### src/hdl/aig_binary_and_gate_decoder_defines.svh
// Assertion macros for the binary AND-section decoder.
`ifndef AIG_BINARY_AND_GATE_DECODER_DEFINES_SVH
`define AIG_BINARY_AND_GATE_DECODER_DEFINES_SVH

`ifndef SYNTHESIS
// same-cycle implication
`define AIG_ASSERT_NOW(label, clk, rst_n, ante, cons) \
    label: assert property (@(posedge clk) disable iff (!rst_n) (ante) |-> (cons)) \
        else $error("aig decoder assertion failed");
// next-cycle implication
`define AIG_ASSERT_NEXT(label, clk, rst_n, ante, cons) \
    label: assert property (@(posedge clk) disable iff (!rst_n) (ante) |=> (cons)) \
        else $error("aig decoder assertion failed");
`else
`define AIG_ASSERT_NOW(label, clk, rst_n, ante, cons)
`define AIG_ASSERT_NEXT(label, clk, rst_n, ante, cons)
`endif

`endif

### src/hdl/aig_dec_pkg.sv
// Types and constants of the binary AND-section decoder.
package aig_dec_pkg;

    localparam int OUT_W       = 32;
    localparam int CFG_W       = 30;
    localparam int CFG_IDX_W   = 2;
    localparam int POS_W       = 3;
    localparam int VAR_PAY_W   = 7;
    localparam int VAR_MORE    = 7;
    localparam logic [POS_W-1:0] VAR_MAX_POS = 3'd4;

    typedef enum logic [1:0] {
        ERR_NONE     = 2'd0,
        ERR_NEG      = 2'd1,
        ERR_ZERO_D0  = 2'd2,
        ERR_OVERLONG = 2'd3
    } t_err_code;

    typedef enum logic [CFG_IDX_W-1:0] {
        REG_NUM_INPUTS = 2'd0,
        REG_NUM_ANDS   = 2'd1
    } t_cfg_idx;

endpackage

### src/hdl/aig_dec_ifs.sv
// Stream and configuration channel interfaces of the decoder.
interface aig_in_if;
    logic       valid;
    logic       ready;
    logic [7:0] data_byte;
    logic       first;

    modport source(output valid, data_byte, first, input ready);
    modport sink(input valid, data_byte, first, output ready);
endinterface

interface aig_out_if;
    logic                          valid;
    logic                          ready;
    logic [aig_dec_pkg::OUT_W-1:0] gate_label;
    logic [aig_dec_pkg::OUT_W-1:0] left_literal;
    logic [aig_dec_pkg::OUT_W-1:0] right_literal;
    logic [1:0]                    error_code;
    logic                          last;

    modport source(output valid, gate_label, left_literal, right_literal, error_code, last,
                   input ready);
    modport sink(input valid, gate_label, left_literal, right_literal, error_code, last,
                 output ready);
endinterface

interface aig_cfg_if;
    logic                              valid;
    logic                              ready;
    logic [aig_dec_pkg::CFG_IDX_W-1:0] index;
    logic [aig_dec_pkg::CFG_W-1:0]     data;

    modport source(output valid, index, data, input ready);
    modport sink(input valid, index, data, output ready);
endinterface

### src/hdl/aig_binary_and_gate_decoder.sv
// Decoder of the binary AND-gate section: byte stream in, one word per gate out.
// Takes one byte per clock with no gaps of its own while the output is not stalled; a gate
// word appears in the output register in the cycle after the byte that ends the gate's
// second delta, and a waiting output word does not block input while the consumer takes it
// in the same cycle. The per-byte path is a varint shift-or, the label add and two literal
// subtracts with their compares, all in one pass before the output register. An error word
// (negative fanin, zero first delta, number longer than five bytes) is sticky and
// marked last; a byte with first set restarts decoding. Bytes after the last gate
// give nothing. Literals are computed modulo 2^LITERAL_BITS.
`include "aig_binary_and_gate_decoder_defines.svh"

module aig_binary_and_gate_decoder #(
    parameter int LITERAL_BITS = 32
) (
    input  logic            i_clk,
    input  logic            i_rst_n,
    aig_in_if.sink          i_in,
    aig_cfg_if.sink         i_cfg,
    aig_out_if.source       o_out
);
    import aig_dec_pkg::*;

    localparam int CW = (LITERAL_BITS > OUT_W) ? LITERAL_BITS : OUT_W;
    localparam logic [CW-1:0] LIT_MASK = {CW{1'b1}} >> (CW - LITERAL_BITS);

    // configuration
    logic [CFG_W-1:0] r_num_inputs;
    logic [CFG_W-1:0] r_num_ands;

    // decode state
    logic [OUT_W-1:0] r_acc,   n_acc;
    logic [POS_W-1:0] r_pos,   n_pos;
    logic             r_phase, n_phase;
    logic [OUT_W-1:0] r_held,  n_held;
    logic [CFG_W-1:0] r_gc,    n_gc;
    logic             r_stopped, n_stopped;

    // output register
    logic             r_out_valid;
    logic [OUT_W-1:0] r_out_label, r_out_left, r_out_right;
    t_err_code        r_out_err;
    logic             r_out_last;

    logic             w_in_acc;
    logic             w_emit;
    logic [OUT_W-1:0] w_res_left, w_res_right;
    t_err_code        w_res_err;
    logic             w_res_last;

    // state after an optional restart
    logic [OUT_W-1:0] w_acc;
    logic [POS_W-1:0] w_pos;
    logic             w_phase;
    logic [CFG_W-1:0] w_gc;
    logic             w_stopped;
    logic             w_active;

    logic [6:0]       w_pay;
    logic [OUT_W-1:0] w_shifted;
    logic [OUT_W-1:0] w_acc_or;
    logic [CFG_W:0]   w_label_half;
    logic [CW-1:0]    w_label;
    logic [CW-1:0]    w_d0, w_d1;
    logic [CW-1:0]    w_left, w_right;
    logic             w_neg;
    logic [CFG_W-1:0] w_gc_inc;

    assign i_in.ready  = !r_out_valid || o_out.ready;
    assign i_cfg.ready = 1'b1;
    assign w_in_acc    = i_in.valid && i_in.ready;

    assign w_acc     = i_in.first ? '0 : r_acc;
    assign w_pos     = i_in.first ? '0 : r_pos;
    assign w_phase   = i_in.first ? 1'b0 : r_phase;
    assign w_gc      = i_in.first ? '0 : r_gc;
    assign w_stopped = i_in.first ? 1'b0 : r_stopped;
    assign w_active  = !w_stopped && (w_gc < r_num_ands);

    assign w_pay = i_in.data_byte[VAR_PAY_W-1:0];

    // place the 7-bit group; bits above 31 on the fifth byte are dropped
    always_comb begin
        unique case (w_pos)
            3'd0:    w_shifted = {25'd0, w_pay};
            3'd1:    w_shifted = {18'd0, w_pay, 7'd0};
            3'd2:    w_shifted = {11'd0, w_pay, 14'd0};
            3'd3:    w_shifted = {4'd0, w_pay, 21'd0};
            3'd4:    w_shifted = {w_pay[3:0], 28'd0};
            default: w_shifted = '0;
        endcase
    end

    assign w_acc_or = w_acc | w_shifted;

    // label = 2*(inputs+count+1); fits 32 bits for 30-bit operands
    assign w_label_half = {1'b0, r_num_inputs} + {1'b0, w_gc} + (CFG_W+1)'(1);
    assign w_label      = CW'({w_label_half, 1'b0}) & LIT_MASK;
    assign w_d0         = CW'(r_held);
    assign w_d1         = CW'(w_acc_or);
    assign w_left       = (w_label - w_d0) & LIT_MASK;
    assign w_right      = (w_left - w_d1) & LIT_MASK;
    assign w_neg        = (w_d0 > w_label) || (w_d1 > w_left);
    assign w_gc_inc     = w_gc + CFG_W'(1);

    always_comb begin
        n_acc       = w_acc;
        n_pos       = w_pos;
        n_phase     = w_phase;
        n_held      = i_in.first ? '0 : r_held;
        n_gc        = w_gc;
        n_stopped   = w_stopped;
        w_emit      = 1'b0;
        w_res_left  = w_left[OUT_W-1:0];
        w_res_right = w_right[OUT_W-1:0];
        w_res_err   = ERR_NONE;
        w_res_last  = 1'b0;
        if (w_active) begin
            n_acc = w_acc_or;
            if (i_in.data_byte[VAR_MORE]) begin
                if (w_pos >= VAR_MAX_POS) begin
                    n_stopped   = 1'b1;
                    w_emit      = 1'b1;
                    w_res_left  = '0;
                    w_res_right = '0;
                    w_res_err   = ERR_OVERLONG;
                    w_res_last  = 1'b1;
                end else begin
                    n_pos = w_pos + POS_W'(1);
                end
            end else begin
                n_acc = '0;
                n_pos = '0;
                if (!w_phase) begin
                    n_held  = w_acc_or;
                    n_phase = 1'b1;
                end else begin
                    n_phase = 1'b0;
                    w_emit  = 1'b1;
                    priority if (w_neg) begin
                        n_stopped  = 1'b1;
                        w_res_err  = ERR_NEG;
                        w_res_last = 1'b1;
                    end else if (r_held == '0) begin
                        n_stopped  = 1'b1;
                        w_res_err  = ERR_ZERO_D0;
                        w_res_last = 1'b1;
                    end else begin
                        n_gc       = w_gc_inc;
                        w_res_last = (w_gc_inc == r_num_ands);
                    end
                end
            end
        end
    end

    always_ff @(posedge i_clk) begin
        if (!i_rst_n) begin
            r_num_inputs <= '0;
            r_num_ands   <= '0;
            r_acc        <= '0;
            r_pos        <= '0;
            r_phase      <= 1'b0;
            r_held       <= '0;
            r_gc         <= '0;
            r_stopped    <= 1'b0;
            r_out_valid  <= 1'b0;
        end else begin
            if (i_cfg.valid && i_cfg.ready) begin
                if (i_cfg.index == REG_NUM_INPUTS) begin
                    r_num_inputs <= i_cfg.data;
                end else if (i_cfg.index == REG_NUM_ANDS) begin
                    r_num_ands <= i_cfg.data;
                end
            end
            if (w_in_acc) begin
                r_acc     <= n_acc;
                r_pos     <= n_pos;
                r_phase   <= n_phase;
                r_held    <= n_held;
                r_gc      <= n_gc;
                r_stopped <= n_stopped;
            end
            if (w_in_acc && w_emit) begin
                r_out_valid <= 1'b1;
            end else if (o_out.ready) begin
                r_out_valid <= 1'b0;
            end
        end
    end

    always_ff @(posedge i_clk) begin
        if (w_in_acc && w_emit) begin
            r_out_label <= w_label[OUT_W-1:0];
            r_out_left  <= w_res_left;
            r_out_right <= w_res_right;
            r_out_err   <= w_res_err;
            r_out_last  <= w_res_last;
        end
    end

    assign o_out.valid         = r_out_valid;
    assign o_out.gate_label    = r_out_label;
    assign o_out.left_literal  = r_out_left;
    assign o_out.right_literal = r_out_right;
    assign o_out.error_code    = r_out_err;
    assign o_out.last          = r_out_last;

    `AIG_ASSERT_NOW(a_err_is_last, i_clk, i_rst_n, (r_out_valid && r_out_err != ERR_NONE), r_out_last)
    `AIG_ASSERT_NOW(a_pos_range, i_clk, i_rst_n, 1'b1, (r_pos <= VAR_MAX_POS))
    `AIG_ASSERT_NEXT(a_stop_sticky, i_clk, i_rst_n, (w_in_acc && !i_in.first && r_stopped), r_stopped)
    `AIG_ASSERT_NOW(a_lit_order, i_clk, i_rst_n, (r_out_valid && r_out_err == ERR_NONE), (r_out_right <= r_out_left && r_out_left < r_out_label))

endmodule
### src/flat_wrapper.sv
// flat-port wrapper written by rule: the top's interface ports become plain ports
module aig_binary_and_gate_decoder_flat import aig_dec_pkg::*;
#(
    parameter int LITERAL_BITS = 32
)
  (i_clk, i_rst_n, i_in_valid, i_in_data_byte, i_in_first, i_in_ready, i_cfg_valid, i_cfg_index, i_cfg_data, i_cfg_ready, o_out_valid, o_out_gate_label, o_out_left_literal, o_out_right_literal, o_out_error_code, o_out_last, o_out_ready);
  aig_in_if i_in_i ();
  aig_cfg_if i_cfg_i ();
  aig_out_if o_out_i ();
  input  logic i_clk;
  input  logic i_rst_n;
  input wire logic [$bits(i_in_i.valid)-1:0] i_in_valid;
  input wire logic [$bits(i_in_i.data_byte)-1:0] i_in_data_byte;
  input wire logic [$bits(i_in_i.first)-1:0] i_in_first;
  output wire logic [$bits(i_in_i.ready)-1:0] i_in_ready;
  input wire logic [$bits(i_cfg_i.valid)-1:0] i_cfg_valid;
  input wire logic [$bits(i_cfg_i.index)-1:0] i_cfg_index;
  input wire logic [$bits(i_cfg_i.data)-1:0] i_cfg_data;
  output wire logic [$bits(i_cfg_i.ready)-1:0] i_cfg_ready;
  output wire logic [$bits(o_out_i.valid)-1:0] o_out_valid;
  output wire logic [$bits(o_out_i.gate_label)-1:0] o_out_gate_label;
  output wire logic [$bits(o_out_i.left_literal)-1:0] o_out_left_literal;
  output wire logic [$bits(o_out_i.right_literal)-1:0] o_out_right_literal;
  output wire logic [$bits(o_out_i.error_code)-1:0] o_out_error_code;
  output wire logic [$bits(o_out_i.last)-1:0] o_out_last;
  input wire logic [$bits(o_out_i.ready)-1:0] o_out_ready;
  assign i_in_i.valid = i_in_valid;
  assign i_in_i.data_byte = i_in_data_byte;
  assign i_in_i.first = i_in_first;
  assign i_in_ready = i_in_i.ready;
  assign i_cfg_i.valid = i_cfg_valid;
  assign i_cfg_i.index = i_cfg_index;
  assign i_cfg_i.data = i_cfg_data;
  assign i_cfg_ready = i_cfg_i.ready;
  assign o_out_valid = o_out_i.valid;
  assign o_out_gate_label = o_out_i.gate_label;
  assign o_out_left_literal = o_out_i.left_literal;
  assign o_out_right_literal = o_out_i.right_literal;
  assign o_out_error_code = o_out_i.error_code;
  assign o_out_last = o_out_i.last;
  assign o_out_i.ready = o_out_ready;
  aig_binary_and_gate_decoder #(.LITERAL_BITS(LITERAL_BITS)) u_core (.i_clk(i_clk), .i_rst_n(i_rst_n), .i_in(i_in_i), .i_cfg(i_cfg_i), .o_out(o_out_i));
endmodule
### config.mk
export PLATFORM = sky130hd
export DESIGN_NAME = aig_binary_and_gate_decoder_flat
export DESIGN_NICKNAME = d
export VERILOG_FILES = /design/src/hdl/aig_dec_pkg.sv /design/src/hdl/aig_dec_ifs.sv /design/src/hdl/aig_binary_and_gate_decoder.sv /design/src/flat_wrapper.sv
export VERILOG_INCLUDE_DIRS = /design/src /design/src/hdl
export SDC_FILE = /design/constraint.sdc
export NUM_CORES = 1
export LEC_CHECK = 0
export BUFFER_PORTS_ARGS = -buffer_cell sky130_fd_sc_hd__buf_2
export CORE_ASPECT_RATIO = 1.75
export CORE_MARGIN = 3
export CORE_UTILIZATION = 30
export DETAILED_ROUTE_END_ITERATION = 8
export GPL_ROUTABILITY_DRIVEN = 0
export PLACE_DENSITY_LB_ADDON = 0.12
export SLEW_MARGIN = 30
export SYNTH_ARGS = -nofsm -noshare
export SYNTH_HDL_FRONTEND = slang
export SYNTH_SLANG_ARGS = --single-unit
### constraint.sdc
create_clock -name i_clk -period 9.5 [get_ports i_clk]
set_input_delay 1.9 -clock i_clk [delete_from_list [all_inputs] [get_ports i_clk]]
set_output_delay 1.9 -clock i_clk [all_outputs]
set_load 0.005 [all_outputs]
* Yosys cells after proc, flatten, opt, wreduce, memory -nomap -nowiden
Cells that the tools add are included.
W data, S select, Z words.
** Word-level totals
- Bits in registers :: 258
- Latch bits :: 0
- Memory bits (writable) :: 0
- Bits in read-only memories :: 0
- Word-level logic and storage cells :: 95
- Memories :: 0
** Cells by class
- Add/subtract/negate cells :: 6
- $mul :: 0
- Divide/modulo/power cells :: 0
- Order comparisons :: 4
- Equality and inequality tests :: 6
- Shifts and indexed selects :: 0
- Muxes and demuxes :: 50
- Bitwise logic cells :: 2
- Reduce and logical (&&, ||, !) cells :: 13
** Operators by type and width (count)
- $mux W32 :: 13
- $mux W30 :: 6
- $pmux W32 S5 :: 1
- $gt A32 B32 Y1 :: 2
- $sub A32 B32 Y32 :: 2
- $logic_not A32 Y1 :: 1
- $or A32 B32 Y32 :: 1
- $add A30 B30 Y31 :: 1
- $add A31 B1 Y31 const B :: 1
- $add A30 B1 Y30 const B :: 1
- $eq A30 B30 Y1 :: 1
- $lt A30 B30 Y1 :: 1
- $mux W1 :: 21
- $mux W3 :: 4
- $mux W2 :: 5
- $eq A3 B2 Y1 const B :: 2
- $add A3 B1 Y3 const B :: 1
- $eq A3 B1 Y1 const B :: 1
- $eq A3 B3 Y1 const B :: 1
- $ge A3 B3 Y1 const B :: 1
- $logic_and A1 B1 Y1 :: 3
- $logic_not A3 Y1 :: 1
- $reduce_and A3 Y1 :: 1
- $eq A2 B1 Y1 const B :: 1
- 6 further kinds :: 8

* Depth between registers and ports, before layout
- Depth in word-level cells :: 10
- Mapped depth :: 42
- Gate-level depth less buffers :: 37

* Least setup slack after synthesis
Ideal clock, no wire load.
- Path kind :: in2reg
- From :: in i_in_first
- To :: reg u_core.r_gc[27]
- Setup time :: 122 ps
- Arrival time :: 9406 ps
- Slack :: -28 ps
- Cell stages on the path :: 41
- Cell sequence :: buf_6 -> buf_2 -> buf_1 -> clkbuf_1 -> clkbuf_1 -> buf_1 -> nor2b_1 -> xnor2_1 -> ha_1 -> a221o_1 -> a31o_2 -> a41o_1 -> nor2_1 -> o21ai_0 -> o21a_1 -> a21oi_1 -> o21bai_1 -> a21oi_1 -> (+5 left out) -> nand2b_1 -> a211oi_1 -> or2_2 -> a21oi_1 -> a211o_1 -> a21oi_1 -> xnor2_1 -> ha_1 -> inv_1 -> o21ai_0 -> a21o_1 -> a211oi_1 -> o21a_1 -> a311o_1 -> a211oi_2 -> buf_4 -> o22ai_2 -> a221o_1
** On the way
- Cells in the longest elaborated chain, start to end :: 10
- Elaborated cells on any way between the ends :: 27
- Those cells by class :: 4 x add/sub; 3 x order compare; 4 x eq/ne; 11 x mux; 1 x bitwise; 4 x reduce/logical
** Ends and longest elaborated chain
- start, declared :: line flat_wrapper.sv:14 : input wire logic [$bits(i_in_i.first)-1:0] i_in_first;
- $mux W30 (*) :: line aig_binary_and_gate_decoder.sv:75 : assign w_gc = i_in.first ? '0 : r_gc;
- $add A30 B30 Y31 (*) :: line aig_binary_and_gate_decoder.sv:96 : assign w_label_half = {1'b0, r_num_inputs} + {1'b0, w_gc} + (CFG_W+1)'(1);
- $add A31 B1 Y31 (*) :: line aig_binary_and_gate_decoder.sv:96
- named net u_core.w_label_half[12] :: line aig_binary_and_gate_decoder.sv:61 : logic [CFG_W:0] w_label_half;
- $sub A32 B32 Y32 :: line aig_binary_and_gate_decoder.sv:100 : assign w_left = (w_label - w_d0) & LIT_MASK;
- $gt A32 B32 Y1 :: line aig_binary_and_gate_decoder.sv:102 : assign w_neg = (w_d0 > w_label) || (w_d1 > w_left);
- $logic_or A1 B1 Y1 (*) :: line aig_binary_and_gate_decoder.sv:102
- $mux W30 (*) :: line aig_binary_and_gate_decoder.sv:139 : priority if (w_neg) begin
- $mux W30 (*) :: line aig_binary_and_gate_decoder.sv:133 : if (!w_phase) begin
- $mux W30 (*) :: line aig_binary_and_gate_decoder.sv:119 : if (i_in.data_byte[VAR_MORE]) begin
- $mux W30 (*) :: line aig_binary_and_gate_decoder.sv:117 : if (w_active) begin
- end signal, assigned :: line aig_binary_and_gate_decoder.sv:180 : r_gc <= n_gc;
- end, declared :: line aig_binary_and_gate_decoder.sv:35 : logic [CFG_W-1:0] r_gc, n_gc;
Mark *: on every way through the listed nets, which the timed path passes. The rest lies on a longest branch.
A chain may end at the register's enable or synchronous reset.

* Final worst setup path
- From :: in i_in_first
- To :: reg u_core.r_gc[11]
The elaborated chain is that of the path after synthesis.

==> metrics.csv <==
stage,metric,value,unit
synthesis,yosys.area.top_type,dfxtp_1,
setup_path,required,10.00,ns
synthesis,yosysUniqueCellTypes,89,
die,die_w,183,um
setup_path,cp_max_fo,32,
final_layout,final_area,19500,um2
power_and_ir_drop,power_density,175,nW/um2
global_routing,overflow,0,
clock_network,path_clk_slew,0.07,ns
global_routing,use_met2,37.2,%
synthesis,syn_nets,2116,
setup_path,worst-setup-path-type,input pin to register,
sta,tightest_slew,0.924,ns
power_and_ir_drop,seq_power_share,36.0,%
synthesis,yosysWarnings,0,
clock_network,clk_latency,0.57,ns
sta,holdWs,0.457,ns
global_routing,grt_pass1_wl,86.9,mm
setup_path,crit_path_start_kind,input pin,
synthesis,syn_inst,1949,
placement,hpwlAfterDp,44.8,mm
status,outcome,completed,
setup_path,cp_slowest_cell,or4_1,
synthesis,ys_seq_area_share,37.4,%
sta,setup_tns,0,ns
sta,final-hold-violation-count,0,
routing,drc,0,
routing,firstDrtPassIters,5,
global_routing,grtUsageTotal,19.3,%
power_and_ir_drop,p_int,2.30,mW
global_routing,grt-busiest-layer,met2,
min_path,hp-class,register to register,
synthesis,async_flop_share,0,%
final_layout,area_growth_syn_to_layout,18.4,%
placement,place_area,18500,um2
sta,max_slew_margin,38.2,%
final_layout,drive_gt1_share,15.4,%
power_and_ir_drop,power_frac_comb,32.2,%
clock_network,cts-root-buf,clkbuf_16,
power_and_ir_drop,switchingPower,1.12,mW
sta,timing.final.crit_share,96.3,%
die,coreArea,53800,um2
clock_network,clock-sinks,258,
final_layout,nets,2311,
synthesis,ys_ff_latch,258,
job,maxCapViolations,0,
global_routing,grt.met1_usage,20.8,%
clock_network,cts_tree,done,
setup_path,slowest_delay,0.59,ns
routing,routedWlPerCell,20.0,um
setup_path,critPathCaptureType,register,
final_layout,fin_util,36.2,%
synthesis,synth_edf_count,98,
sta,timing.fmax,109,MHz
power_and_ir_drop,peakVddDrop,131,uV
synthesis,synth_top_area_share,19.5,%
setup_path,critPathArrivalTime,9.64,ns
global_routing,antenna_found_initial,2,
global_routing,grt_max_degree,69,
power_and_ir_drop,leakage,7.80,nW
sta,rsz0062_at_grt,false,
sta,slew_viol_final,0,
synthesis,yosys_most_used_dff,dfxtp_1,
placement,numPortBuffers,145,
sta,finalSetupViolations,0,
die,pin_count,148,
synthesis,syn_area,16400,um2
clock_network,numCtsBuffers,27,
synthesis,synthTopCellsByArea,"dfxtp_1, edfxtp_1, ha_1",
clock_network,clock_path_buffers,3,
routing,vias_per_cell,5.25,
die,dieArea,57800,um2
sta,fin_crit,9.15,ns
routing,vias,15000,
power_and_ir_drop,swShare,32.7,%
die,die_h,316,um
routing,ant_nets,0,
global_routing,use_met3,2.15,%
routing,wl,57.1,mm
power_and_ir_drop,p_clk_share,31.9,%
final_layout,final.fill_count,5712,
synthesis,syn_avg_cell_area,8.43,um2
routing,initialDrtViolationCount,900,
die,initial_core_util,30.6,%
die,rows,112,
global_routing,grt_pass1_vias,15100,
sta,fin_skew,0.0178,ns
clock_network,h-tree-depth,1,
[cells in the mapped netlist, drive strengths merged, types with 20 or more instances]
library cell	number
nand2b	20
nand4	28
o21ai	119
nor2	157
clkbuf	61
edfxtp	98
o21a	22
nand2	261
a22oi	35
a21oi	169
buf	25
nand3	54
xnor2	93
xor2	33
nor2b	67
inv	105
ha	119
a21o	47
dfxtp	160
nor3	26
[power by group through the flow]
stage                     Sequential (mW)  Clock [mW]  Combinational [mW]
after global routing                 1.23        1.17                1.22
final                                1.23        1.09                1.10
after global placement               1.25           0                1.09
after CTS                            1.23        1.12                1.10
after floorplan                      1.25           0               0.697
after detailed placement             1.25           0                1.09
[layout by cell type, fill, tap and decap left out, drive strengths merged, types with 32 or more instances in the layout]
| cell | count |
|---|---|
| nand2 | 261 |
| buf | 252 |
| a21oi | 169 |
| dfxtp | 160 |
| nor2 | 157 |
| ha | 119 |
| o21ai | 119 |
| inv | 107 |
| edfxtp | 98 |
| xnor2 | 93 |
| nor2b | 67 |
| nand3 | 54 |
| a21o | 47 |
| a22oi | 35 |
| xor2 | 33 |
| clkbuf | 32 |
[critical path, delay by kind of cell]
| kind | cells | cell delay, ns |
|---|---|---|
| AO/OA/AOI/OAI | 17 | 3.64 |
| XOR/XNOR | 2 | 0.47 |
| adder cells (fa/ha/maj) | 3 | 1.02 |
| buffers and inverters | 6 | 1.02 |
| AND/OR/NAND/NOR | 7 | 1.58 |
[sequential cells by signal, indices dropped and copies added, names as in the netlist, 3 cells and up]
register / count
u_core.o_out.right_literal: 32
u_core.r_acc: 32
u_core.r_pos: 3
u_core.r_num_ands: 30
u_core.o_out.left_literal: 32
u_core.r_gc: 30
u_core.o_out.gate_label: 31
u_core.r_held: 32
u_core.r_num_inputs: 30
[repair_timing]
action                     CTS  global route
hold buffers                 0             0
resized for setup            0            10
setup buffers                0             0
setup endpoints to repair    0            37
[path summary, 6_finish.rpt]
kind | start | end | slack (ns) | cells past startpoint
worst max-delay path | i_in_first | u_core.r_gc[11] | 0.35 | 35
worst min-delay path | u_core.r_num_ands[17] | u_core.r_num_ands[17] | 0.46 | 2
worst max register to register | u_core.r_gc[1] | u_core.r_gc[11] | 1.40 | 38
worst min register to register | u_core.r_num_ands[17] | u_core.r_num_ands[17] | 0.46 | 2
[area by class of cell]
type	instances	area, um2	share of cell area [%]
diodes	1	2.50	0.0129
clock inverters	17	165	0.848
well taps	684	856	4.40
clock buffers	32	704	3.62
flip-flops and latches	258	6150	31.6
multi-input cells	1500	9630	49.4
repair buffers	252	1570	8.08
inverters	105	397	2.04
[logic make-up (layout without fill, tap and decap cells)]
logic type | count (synthesis) | count (layout) | synth area share, %
compound gates | 545 | 545 | 21.1
xor+xnor | 126 | 126 | 6.71
fa+ha+maj | 122 | 122 | 9.37
buf+inv | 191 | 406 | 4.59
flops | 258 | 258 | 37.4
mux | 4 | 4 | 0.244
other cells | 2 | 3 | 0.0457
simple gates | 701 | 701 | 20.6
[layer usage]
layer  up-vias  wire, um  share of wire, %
li1       7339         -                 -
met1      7076     21800                38
met2       427     30100                53
met3       109      2460               4.3
met4         0      2680               4.7
met5         -         0                 0
[metrics by stage]
| step | std cells | worst slack, ns | power (mW) |
|---|---|---|---|
| after floorplan | 1949 | 0.0519 | 1.95 |
| after global placement | 2798 | -0.465 | 2.34 |
| after detailed placement | 2798 | -0.463 | 2.35 |
| after CTS | 2847 | 0.110 | 3.45 |
| after global routing | 2848 | 0.00737 | 3.62 |
| final | 2849 | 0.354 | 3.41 |
No activity file was read; power rests on OpenSTA's default activity.
